==> config.mk <==
export PLATFORM = sky130hd
export DESIGN_NAME = dual_pedal_sensor_plausibility
export DESIGN_NICKNAME = d
export VERILOG_FILES = /design/src/hdl/dpsp_pkg.sv /design/src/hdl/dpsp_lane.sv /design/src/hdl/dpsp_merge.sv /design/src/hdl/dual_pedal_sensor_plausibility.sv
export VERILOG_INCLUDE_DIRS = /design/src /design/src/hdl
export SDC_FILE = /design/constraint.sdc
export NUM_CORES = 1
export LEC_CHECK = 0
export BUFFER_PORTS_ARGS = -buffer_cell sky130_fd_sc_hd__clkbuf_2
export CAP_MARGIN = 30
export CORE_ASPECT_RATIO = 0.7
export CORE_UTILIZATION = 69
export DETAILED_ROUTE_END_ITERATION = 8
export HOLD_SLACK_MARGIN = 0.15
export PLACE_DENSITY = 0.84
export SYNTH_ARGS = -nofsm -noshare
export SYNTH_HDL_FRONTEND = slang
export SYNTH_SLANG_ARGS = --single-unit
==> constraint.sdc <==
create_clock -name clock -period 11.9 [get_ports clock]
set_input_delay 2.38 -clock clock [delete_from_list [all_inputs] [get_ports clock]]
set_output_delay 2.38 -clock clock [all_outputs]
set_load 0.02 [all_outputs]
==> src/hdl/assert_macros.svh <==
// Assertion helpers shared by the RTL.
`ifndef ASSERT_MACROS_SVH
`define ASSERT_MACROS_SVH
`ifndef SYNTHESIS
// a must hold on every cycle out of reset
`define ASSERT_ALWAYS(label, clk, rst, a) \
   label: assert property (@(posedge clk) disable iff (rst) (a)) \
      else $error("assertion failed");
// b must hold in the cycle where a holds
`define ASSERT_IMPLIES(label, clk, rst, a, b) \
   label: assert property (@(posedge clk) disable iff (rst) (a) |-> (b)) \
      else $error("assertion failed");
// b must hold in the cycle after a
`define ASSERT_NEXT(label, clk, rst, a, b) \
   label: assert property (@(posedge clk) disable iff (rst) (a) |=> (b)) \
      else $error("assertion failed");
`else
`define ASSERT_ALWAYS(label, clk, rst, a)
`define ASSERT_IMPLIES(label, clk, rst, a, b)
`define ASSERT_NEXT(label, clk, rst, a, b)
`endif
`endif

==> src/hdl/dpsp_pkg.sv <==
package dpsp_pkg;

   localparam int VOLT_W    = 13;
   localparam int MARGIN_W  = 10;
   localparam int TRAVEL_W  = 8;
   localparam int FLAG_W    = 3;
   localparam int CSR_IDX_W = 3;
   localparam int DIV_STEPS = TRAVEL_W;
   localparam int STEP_W    = $clog2(DIV_STEPS);

   localparam int FLAG_DEV_BIT = 0;
   localparam int FLAG_A_BIT   = 1;
   localparam int FLAG_B_BIT   = 2;

   typedef enum logic [CSR_IDX_W-1:0] {
      CSR_A_MIN,
      CSR_A_MAX,
      CSR_B_MIN,
      CSR_B_MAX,
      CSR_MARGIN,
      CSR_DEV_LIMIT,
      CSR_FAULT_LIMIT,
      CSR_DEADZONE
   } csr_index_type;

   typedef enum logic {
      ST_IDLE,
      ST_RUN
   } state_type;

   typedef struct packed {
      logic                done;
      logic                in_window;
      logic [TRAVEL_W-1:0] travel;
   } lane_result_type;

endpackage

==> src/hdl/dpsp_lane.sv <==
`include "assert_macros.svh"

module dpsp_lane
   import dpsp_pkg::*;
(
   input  logic                clock,
   input  logic                reset,
   input  logic                start,
   input  logic [VOLT_W-1:0]   sample,
   input  logic [VOLT_W-1:0]   lo,
   input  logic [VOLT_W-1:0]   hi,
   input  logic [MARGIN_W-1:0] margin,
   output lane_result_type     result
);

   logic [VOLT_W-1:0]   rem_ff, rem_in;
   logic [TRAVEL_W-1:0] num_ff, num_in;
   logic [TRAVEL_W-1:0] quo_ff, quo_in;
   logic [VOLT_W-1:0]   span_ff, span_in;
   logic [STEP_W-1:0]   step_ff, step_in;
   logic                busy_ff, busy_in;
   logic                done_ff, done_in;
   logic                ok_ff, ok_in;
   logic                zero_ff, zero_in;

   logic [VOLT_W:0]          lower_sum, upper_sum;
   logic [VOLT_W-1:0]        clamped, offset;
   logic [VOLT_W+TRAVEL_W-1:0] product;
   logic [VOLT_W:0]          trial;
   logic                     fits;

   always_comb begin
      // window test without going negative: v + m >= lo, v <= hi + m
      lower_sum = {1'b0, sample} + {{(VOLT_W+1-MARGIN_W){1'b0}}, margin};
      upper_sum = {1'b0, hi} + {{(VOLT_W+1-MARGIN_W){1'b0}}, margin};
      ok_in     = (lower_sum >= {1'b0, lo}) && ({1'b0, sample} <= upper_sum);

      if (sample < lo) begin
         clamped = lo;
      end else if (sample > hi) begin
         clamped = hi;
      end else begin
         clamped = sample;
      end
      offset  = clamped - lo;
      // offset * 255
      product = {offset, {TRAVEL_W{1'b0}}} - {{TRAVEL_W{1'b0}}, offset};

      trial = {rem_ff, num_ff[TRAVEL_W-1]};
      fits  = trial >= {1'b0, span_ff};

      rem_in  = rem_ff;
      num_in  = num_ff;
      quo_in  = quo_ff;
      span_in = span_ff;
      step_in = step_ff;
      busy_in = busy_ff;
      done_in = done_ff;
      zero_in = zero_ff;

      if (start) begin
         // quotient fits in 8 bits, so the top bits already sit below span
         rem_in  = product[VOLT_W+TRAVEL_W-1:TRAVEL_W];
         num_in  = product[TRAVEL_W-1:0];
         quo_in  = '0;
         span_in = hi - lo;
         zero_in = (hi <= lo);
         step_in = '0;
         busy_in = 1'b1;
         done_in = 1'b0;
      end else if (busy_ff) begin
         rem_in  = fits ? VOLT_W'(trial - {1'b0, span_ff}) : trial[VOLT_W-1:0];
         num_in  = {num_ff[TRAVEL_W-2:0], 1'b0};
         quo_in  = {quo_ff[TRAVEL_W-2:0], fits};
         step_in = step_ff + 1'b1;
         if (step_ff == STEP_W'(DIV_STEPS - 1)) begin
            busy_in = 1'b0;
            done_in = 1'b1;
         end
      end
   end

   always_ff @(posedge clock) begin
      if (reset) begin
         busy_ff <= 1'b0;
         done_ff <= 1'b0;
         step_ff <= '0;
      end else begin
         busy_ff <= busy_in;
         done_ff <= done_in;
         step_ff <= step_in;
      end
   end

   always_ff @(posedge clock) begin
      rem_ff  <= rem_in;
      num_ff  <= num_in;
      quo_ff  <= quo_in;
      span_ff <= span_in;
      zero_ff <= zero_in;
      if (start) begin
         ok_ff <= ok_in;
      end
   end

   assign result.done      = done_ff;
   assign result.in_window = ok_ff;
   assign result.travel    = zero_ff ? '0 : quo_ff;

   `ASSERT_IMPLIES(a_rem_below_span, clock, reset, busy_ff && !zero_ff, rem_ff < span_ff)
   `ASSERT_NEXT(a_start_busy, clock, reset, start, busy_ff && !done_ff)
   `ASSERT_ALWAYS(a_busy_done_excl, clock, reset, !(busy_ff && done_ff))

endmodule

==> src/hdl/dpsp_merge.sv <==
`include "assert_macros.svh"

module dpsp_merge
   import dpsp_pkg::*;
(
   input  logic                clock,
   input  logic                reset,
   input  logic                update,
   input  logic                ignore_errors,
   input  logic [TRAVEL_W-1:0] deviation_limit,
   input  logic [TRAVEL_W-1:0] fault_limit,
   input  logic [TRAVEL_W-1:0] travel_deadzone,
   input  lane_result_type     lane_a,
   input  lane_result_type     lane_b,
   output logic [TRAVEL_W-1:0] travel,
   output logic [FLAG_W-1:0]   error_flags
);

   logic [TRAVEL_W-1:0] fault_count_ff, fault_count_in;
   logic [TRAVEL_W-1:0] diff, average;
   logic [TRAVEL_W:0]   sum;
   logic                allowed, both_ok, good;

   always_comb begin
      both_ok = lane_a.in_window && lane_b.in_window;
      diff    = (lane_a.travel >= lane_b.travel) ? lane_a.travel - lane_b.travel
                                                 : lane_b.travel - lane_a.travel;
      sum     = {1'b0, lane_a.travel} + {1'b0, lane_b.travel};
      average = sum[TRAVEL_W:1];
      good    = both_ok && (diff < deviation_limit);
      allowed = (fault_count_ff > fault_limit) && !ignore_errors;

      travel      = '0;
      error_flags = '0;
      fault_count_in = fault_count_ff;

      if (good) begin
         travel         = (average <= travel_deadzone) ? '0 : average;
         fault_count_in = '0;
      end else if (allowed) begin
         error_flags[FLAG_DEV_BIT] = both_ok;
         error_flags[FLAG_A_BIT]   = !lane_a.in_window;
         error_flags[FLAG_B_BIT]   = !lane_b.in_window;
      end else if (fault_count_ff != '1) begin
         fault_count_in = fault_count_ff + 1'b1;
      end
   end

   always_ff @(posedge clock) begin
      if (reset) begin
         fault_count_ff <= '0;
      end else if (update) begin
         fault_count_ff <= fault_count_in;
      end
   end

   `ASSERT_IMPLIES(a_merge_lanes_done, clock, reset, update, lane_a.done && lane_b.done)
   `ASSERT_IMPLIES(a_flags_need_count, clock, reset, error_flags != '0, allowed)
   `ASSERT_NEXT(a_good_clears, clock, reset, update && good, fault_count_ff == '0)

endmodule

==> src/hdl/dual_pedal_sensor_plausibility.sv <==
// Channel  Ports                              Direction
// req      req_valid/ready, sample_a/b        in, one sensor pair per transfer
// rsp      rsp_valid/ready, travel, flags     out, one result per transfer
// csr      csr_write_enable, index, data      in, write only, no wait
//
// A pair goes from req transfer to rsp_valid in order: the transfer edge
// loads both lanes, then the divider runs (one quotient bit a cycle) and
// the merge step loads the output register, which drives rsp_valid.
// A new pair is taken once the previous one has left the lanes, even while its
// result still waits in the output register; a stalled rsp holds the lanes.
// Synchronous reset restores the register defaults and a zero fault count.
`include "assert_macros.svh"

module dual_pedal_sensor_plausibility
   import dpsp_pkg::*;
#(
   parameter bit IGNORE_ERRORS = 1'b0
) (
   input  logic                 clock,
   input  logic                 reset,
   input  logic                 req_valid,
   output logic                 req_ready,
   input  logic [VOLT_W-1:0]    req_sample_a,
   input  logic [VOLT_W-1:0]    req_sample_b,
   output logic                 rsp_valid,
   input  logic                 rsp_ready,
   output logic [TRAVEL_W-1:0]  rsp_travel,
   output logic [FLAG_W-1:0]    rsp_error_flags,
   input  logic                 csr_write_enable,
   input  logic [CSR_IDX_W-1:0] csr_index,
   input  logic [VOLT_W-1:0]    csr_data
);

   logic [VOLT_W-1:0]   a_min_ff, a_max_ff, b_min_ff, b_max_ff;
   logic [MARGIN_W-1:0] margin_ff;
   logic [TRAVEL_W-1:0] dev_limit_ff, fault_limit_ff, deadzone_ff;

   state_type           state_ff, state_in;
   logic                rsp_valid_ff, rsp_valid_in;
   logic [TRAVEL_W-1:0] rsp_travel_ff;
   logic [FLAG_W-1:0]   rsp_flags_ff;

   logic                start, merge_load;
   lane_result_type     lane_a, lane_b;
   logic [TRAVEL_W-1:0] merge_travel;
   logic [FLAG_W-1:0]   merge_flags;

   always_ff @(posedge clock) begin
      if (reset) begin
         a_min_ff       <= VOLT_W'(500);
         a_max_ff       <= VOLT_W'(4500);
         b_min_ff       <= VOLT_W'(500);
         b_max_ff       <= VOLT_W'(4500);
         margin_ff      <= MARGIN_W'(100);
         dev_limit_ff   <= TRAVEL_W'(25);
         fault_limit_ff <= TRAVEL_W'(3);
         deadzone_ff    <= TRAVEL_W'(5);
      end else if (csr_write_enable) begin
         case (csr_index_type'(csr_index))
            CSR_A_MIN:       a_min_ff       <= csr_data;
            CSR_A_MAX:       a_max_ff       <= csr_data;
            CSR_B_MIN:       b_min_ff       <= csr_data;
            CSR_B_MAX:       b_max_ff       <= csr_data;
            CSR_MARGIN:      margin_ff      <= csr_data[MARGIN_W-1:0];
            CSR_DEV_LIMIT:   dev_limit_ff   <= csr_data[TRAVEL_W-1:0];
            CSR_FAULT_LIMIT: fault_limit_ff <= csr_data[TRAVEL_W-1:0];
            CSR_DEADZONE:    deadzone_ff    <= csr_data[TRAVEL_W-1:0];
            default: begin
            end
         endcase
      end
   end

   always_comb begin
      state_in     = state_ff;
      rsp_valid_in = rsp_valid_ff && !rsp_ready;
      req_ready    = 1'b0;
      start        = 1'b0;
      merge_load   = 1'b0;
      case (state_ff)
         ST_IDLE: begin
            req_ready = 1'b1;
            if (req_valid) begin
               start    = 1'b1;
               state_in = ST_RUN;
            end
         end
         ST_RUN: begin
            // output register must be free or draining this cycle
            if (lane_a.done && lane_b.done && (!rsp_valid_ff || rsp_ready)) begin
               merge_load   = 1'b1;
               rsp_valid_in = 1'b1;
               state_in     = ST_IDLE;
            end
         end
         default: begin
            state_in = ST_IDLE;
         end
      endcase
   end

   always_ff @(posedge clock) begin
      if (reset) begin
         state_ff     <= ST_IDLE;
         rsp_valid_ff <= 1'b0;
      end else begin
         state_ff     <= state_in;
         rsp_valid_ff <= rsp_valid_in;
      end
   end

   always_ff @(posedge clock) begin
      if (merge_load) begin
         rsp_travel_ff <= merge_travel;
         rsp_flags_ff  <= merge_flags;
      end
   end

   dpsp_lane u_lane_a (
      .clock  (clock),
      .reset  (reset),
      .start  (start),
      .sample (req_sample_a),
      .lo     (a_min_ff),
      .hi     (a_max_ff),
      .margin (margin_ff),
      .result (lane_a)
   );

   dpsp_lane u_lane_b (
      .clock  (clock),
      .reset  (reset),
      .start  (start),
      .sample (req_sample_b),
      .lo     (b_min_ff),
      .hi     (b_max_ff),
      .margin (margin_ff),
      .result (lane_b)
   );

   dpsp_merge u_merge (
      .clock           (clock),
      .reset           (reset),
      .update          (merge_load),
      .ignore_errors   (IGNORE_ERRORS),
      .deviation_limit (dev_limit_ff),
      .fault_limit     (fault_limit_ff),
      .travel_deadzone (deadzone_ff),
      .lane_a          (lane_a),
      .lane_b          (lane_b),
      .travel          (merge_travel),
      .error_flags     (merge_flags)
   );

   assign rsp_valid       = rsp_valid_ff;
   assign rsp_travel      = rsp_travel_ff;
   assign rsp_error_flags = rsp_flags_ff;

   `ASSERT_ALWAYS(a_lanes_lockstep, clock, reset, lane_a.done == lane_b.done)
   `ASSERT_NEXT(a_accept_runs, clock, reset, req_valid && req_ready, state_ff == ST_RUN)
   `ASSERT_NEXT(a_load_shows, clock, reset, merge_load, rsp_valid_ff)

endmodule
* Yosys cells after proc, flatten, opt, wreduce, memory -nomap -nowiden
Cells that the tools add are included.
** Word-level totals
- Flip-flop bits (word level) :: 205
- Bits of input ports :: 47
- Output and inout bits :: 13
- Word-level logic and storage cells :: 144
** Cells by class
- $add $sub $neg :: 18
- Order comparisons :: 16
- Equality and inequality tests :: 11
- Mux-type cells :: 35
- Bitwise operators :: 3
- Reductions and logical operators :: 30
** Operators by type and width (number)
- 2-to-1 mux 13 bit :: 10
- 2-to-1 mux 8 bit :: 10
- subtractor 13 bit :: 6
- adder 13 x 10 -> 14 bit :: 4
- >= comparator 14 x 13 -> 1 bit :: 4
- subtractor 21 x 13 -> 21 bit :: 2
- <= comparator 13 x 14 -> 1 bit :: 2
- > comparator 13 bit :: 2
- <= comparator 13 bit :: 2
- less-than comparator 13 bit :: 2
- AND reduction 2 bit :: 10
- == test 3 bit, second input constant :: 6
- subtractor 8 bit :: 2
- 2-to-1 mux 1 bit :: 14
- adder 8 x 8 -> 9 bit :: 1
- adder 8 x 1 -> 8 bit, second input constant :: 1
- >= comparator 8 bit :: 1
- > comparator 8 bit :: 1
- <= comparator 8 bit :: 1
- less-than comparator 8 bit :: 1
- inequality test 8 bit, second input constant :: 1
- logical AND 1 bit :: 7
- adder 3 x 1 -> 3 bit, second input constant :: 2
- == test 3 x 2 -> 1 bit, second input constant :: 2
- 10 further kinds :: 19

* Depth between registers and ports, before layout
- Depth in word-level cells :: 7
- Gate-level depth with buffers :: 29
- Mapped depth without buffers :: 28

* By module
A second synthesis with hierarchy kept.
** Unflattened totals
- Cell total of the unflattened synthesis :: 2244
- Area total of the unflattened synthesis :: 19371.1 µm²
** Modules (own cells, without submodules)
- dpsp_lane at u_lane_a :: times used 1, cells each 814, area each 6779.0 µm², seq. area each 1341.3 µm²
- dpsp_lane at u_lane_b :: times used 1, cells each 813, area each 6732.7 µm², seq. area each 1341.3 µm²
- dual_pedal_sensor_plausibility :: times used 1, cells each 341, area each 3817.4 µm², seq. area each 2092.0 µm²
- dpsp_merge :: times used 1, cells each 276, area each 2042.0 µm², seq. area each 160.2 µm²

* Least setup slack after synthesis
Ideal clock, no wire load.
- Kind :: input to register
- Start :: in req_sample_a[10]
- End :: reg u_lane_a.rem_ff[7], data pin
- Arrival time :: 7.517 ns
- Slack :: 4.113 ns
- Cell stages on the path :: 27
- Buffers on the path :: 1
- Cell sequence :: ha_1 > nand4_1 > nor2_1 > o211ai_1 > nand4_1 > nand2_1 > a21oi_1 > clkbuf_1 > nand2_1 > o211ai_1 > o21ai_0 > ha_1 > fa_1 > nand2b_1 > a211o_1 > nand3_1 > nand2_1 > xnor2_1 > inv_1 > ha_1 > a21o_1 > a21oi_1 > o41ai_4 > maj3_2 > a211oi_2 > xnor2_1 > a21oi_1
** Between the ends
- Longest elaborated chain between the ends :: 6
** RTL lines
- start, declared :: line dual_pedal_sensor_plausibility.sv:23 : input logic [VOLT_W-1:0] req_sample_a,
- > comparator 13 bit :: line dpsp_lane.sv:40 : end else if (sample > hi) begin
- 2-to-1 mux 13 bit :: line dpsp_lane.sv:40
- 2-to-1 mux 13 bit * :: line dpsp_lane.sv:38 : if (sample < lo) begin
- subtractor 13 bit * :: line dpsp_lane.sv:45 : offset = clamped - lo;
- subtractor 21 x 13 -> 21 bit * :: line dpsp_lane.sv:47 : product = {offset, {TRAVEL_W{1'b0}}} - {{TRAVEL_W{1'b0}}, offset};
- 2-to-1 mux 13 bit * :: line dpsp_lane.sv:61 : if (start) begin
- net u_lane_a.rem_in[7] :: line dpsp_lane.sv:16 : logic [VOLT_W-1:0] rem_ff, rem_in;
- end signal, assigned :: line dpsp_lane.sv:96 : rem_ff <= rem_in;
- end, declared :: line dpsp_lane.sv:16
Mark *: on every way through the listed nets, which the timed path passes. The rest lies on a longest branch.
A chain may end at the register's enable or synchronous reset.

* Final worst setup path
- Start :: in req_sample_a[11]
- End :: reg u_lane_a.rem_ff[9], data pin
Same word-level chain as after synthesis.

==> reports/metrics.csv <==
stage,metric,value,unit
clocking,CTS tree,done,
sta,clk_skew,0.02413,ns
layout,register area,0.004935,mm2
floorplanning,FP Rows,49,
sta,Worst Tran Pin Value,1.036,ns
sta,fmax,123.4,MHz
synthesis,"EDFF count, synth",83,
grt,vias in the first global route,15700,
power,worst vdd rail ir drop,0.0001037,V
clocking,clock buffer depth,3,
grt,largest net degree at the start of global routing,95,
drt,DRT iter0 DRCs,1826,
sta,Final period util,68.09,%
synthesis,Post-Synthesis Cell Area,0.01864,mm2
sta,min Tclk post-route,8.103,ns
clocking,CTS sink cnt,205,
run_status,status,completed,
sta,Setup TNS Final,0,ns
grt,Global Route Usage Sum,37.56,%
power,PwrDens,151.7,mW/mm2
floorplanning,Die Y,139.5,um
synthesis,Mapped Cells,2238,
placement,gpl congestion,1.029,
clocking,hold_buf cts,0,
sta,Hold Slack,0.4583,ns
grt,GR Overflow Total,0,
drt,DRC Markers,0,
sta,Final setup viols,0,
sta,slew margin rel.,30.95,%
clocking,htree depth,1,
synthesis,register area share after synthesis,26.48,%
synthesis,Cell variety after synth,83,
synthesis,"Net Count, Synth",2577,
grt,first-pass GRT wire length,82140,um
placement,dpl cells,2604,
placement,hpwl dp,39170,um
clocking,"Setup Fix Bufs, Post-CTS",0,
worst_hold_path,Hold Crit Depth,2,
setup_path,"slowest stage cell, crit path",a2111oi_0,
clocking,Clock Latency Late Sink,0.54,ns
setup_path,Startpoint Class,primary input,
setup_path,crit-path max cell delay,0.59,ns
drt,routed len/inst,19.46,um
setup_path,critical path type,in -> reg,
sta,Slew Limit Fails,0,
layout,Area Growth Syn to Fin,7.312,%
power,P_leak,8.970,nW
floorplanning,die area,0.02768,mm2
floorplanning,number of I/O pins,60,
drt,post-route ant nets,0,
flow_run,max-cap viol count,0,
synthesis,synthesis warning total,0,
clocking,Root Buffer,clkbuf_16,
drt,via/cell ratio,6.351,
layout,"Cell Count, Final, Fillers Out",2646,
synthesis,ys async rst share,0,%
layout,ratio of cells with drive above 1 in the final layout,7.171,%
clocking,"Reg clk slew, reported paths",0.06,ns
layout,nets@finish,2610,
drt,final wirelength,51490,um
floorplanning,Starting Density,71.35,%
layout,Filler cells,1948,
setup_path,CP Data Arrival Time,8.34,ns
clocking,Resize count post-CTS,0,
drt,DR pass1 iterations,6,
sta,unrepaired setup endpoints after global routing,false,
floorplanning,core area,0.02612,mm2
floorplanning,die width,198.4,um
setup_path,CP endpoint kind,flip-flop,
setup_path,CP Max Fanout,24,
synthesis,"Primary FF master, synth",dfxtp_1,
synthesis,#FFs+latches synth,205,
synthesis,syn_area_per_cell,8.327,um2
worst_hold_path,worst min-delay path class,reg -> reg,
setup_path,R2R cell count,26,
clocking,clock buffer count from CTS,22,
setup_path,CP Data Required Time,12.13,ns
sta,Final Hold Fails,0,
layout,multi-input logic area,0.01268,mm2
drt,via count,16800,
placement,PortBufs,59,
grt,initial antenna violation count,1,
[kinds of logic (layout without fill, tap and decap cells)]
kind of cell	after synthesis	in the layout	share of synthesized area, %
DFF	205	205	26.48
and+or+nand+nor	709	709	18.02
buffers and inverters	270	319	5.526
adders and majority gates	294	294	20.25
AOI/OAI and AO/OA	541	541	18.67
other	0	2	0
muxes	78	78	4.304
xor gates and xnor gates	141	141	6.748
[placed cells by master, fill, tap and decap left out, types with 13 or more instances in the layout]
| cell | count |
|---|---|
| o21bai_1 | 27 |
| clkbuf_16 | 24 |
| nand3_1 | 36 |
| o211ai_1 | 16 |
| o21ai_0 | 92 |
| nor3_1 | 44 |
| o21a_1 | 20 |
| or3_1 | 14 |
| xor2_1 | 26 |
| nand2b_1 | 39 |
| nor2b_1 | 42 |
| nor2_1 | 207 |
| or2_2 | 14 |
| ha_1 | 279 |
| a211o_1 | 29 |
| nand2_1 | 211 |
| inv_1 | 205 |
| dfxtp_1 | 122 |
| fa_1 | 13 |
| a21o_1 | 47 |
| xnor2_1 | 112 |
| mux2_2 | 17 |
| a21oi_1 | 194 |
| clkbuf_2 | 59 |
| o21ai_1 | 14 |
| mux2i_1 | 61 |
| edfxtp_1 | 83 |
| nand4_1 | 30 |
[Yosys cell counts, types with 8 or more instances]
cell type	n	area share, %
nand4_1	30	1.0
o21a_1	20	0.81
nand2_1	211	4.3
xnor2_1	112	5.3
xor2_1	26	1.2
o21bai_1	27	1.1
nand2b_1	39	1.3
nor3_1	46	1.2
a21o_1	47	1.9
inv_1	206	4.1
o211ai_1	16	0.64
clkbuf_2	8	0.21
or3_1	14	0.47
mux2_2	17	1.0
a31oi_1	12	0.40
nor2b_1	42	1.4
or2_2	14	0.47
clkbuf_1	47	0.95
and3_1	12	0.40
a211oi_1	11	0.44
a21oi_1	194	5.2
a21boi_0	12	0.48
and2_1	9	0.30
fa_1	13	1.4
nand3b_1	12	0.48
o21ai_0	92	2.5
dfxtp_1	122	13
a211o_1	29	1.4
nor4_1	12	0.40
mux2i_1	61	3.3
nand3_1	36	0.97
ha_1	279	19
nor2_1	207	4.2
edfxtp_1	83	13
o21ai_1	14	0.38
[sequential cells by signal, indices dropped and copies added (netlist names), 10 cells and up]
signal            count
a_min_ff             13
u_lane_b.rem_ff      13
b_max_ff             13
margin_ff            10
u_lane_a.rem_ff      13
a_max_ff             13
u_lane_b.span_ff     13
b_min_ff             13
u_lane_a.span_ff     13
[per-stage QoR]
step	setup WS [ns]	instance area [um2]	util, %	power [mW]
after CTS	3.996	19990	76.55	2.998
final	3.797	20000	76.57	3.034
after global placement	3.651	19210	73.57	2.206
after floorplan	4.113	18640	-	1.958
after detailed placement	3.474	19240	73.67	2.270
after global routing	3.410	20000	76.56	3.209
[routing by layer]
metal	wire length, um	GRT usage [%]	vias up
li1	-	-	7977
met1	23470	55.92	7844
met2	20770	54.26	879
met3	5926	8.701	104
met4	1325	9.555	0
met5	0	0	-
[worst max-delay path, delay by kind of cell]
| family | cells | cell delay, ns |
|---|---|---|
| adder cells (fa/ha/maj) | 5 | 1.58 |
| XOR/XNOR | 2 | 0.59 |
| AND/OR/NAND/NOR | 5 | 0.66 |
| buffers and inverters | 3 | 0.49 |
| AO/OA/AOI/OAI | 11 | 2.63 |
[layout make-up]
cell class	instances	share of cell area, %
multi-input combinational	1763	63.41
clock inverter	11	0.5631
sequential	205	24.68
antenna	2	0.02503
inverter	206	3.867
timing repair buffer	73	2.027
clock buffer	29	3.197
tap	357	2.234
[path summary, 6_finish.rpt]
path,start,endpoint,slack [ns]
min reg2reg,deadzone_ff[1]$_SDFFE_PP0P_,deadzone_ff[1]$_SDFFE_PP0P_,0.46
max reg2reg,a_min_ff[11]$_SDFFE_PP0P_,u_lane_a.rem_ff[9]$_DFFE_PP_,5.22
max,req_sample_a[11],u_lane_a.rem_ff[9]$_DFFE_PP_,3.80
min,deadzone_ff[1]$_SDFFE_PP0P_,deadzone_ff[1]$_SDFFE_PP0P_,0.46
[power breakdown]
part	leakage [nW]	internal [mW]	switching, mW
Combinational	6.83	0.599	0.806
Clock	0.359	0.423	0.306
Sequential	1.78	0.845	0.0548
Total	8.97	1.87	1.17
Power figures use the tool's default switching activity.
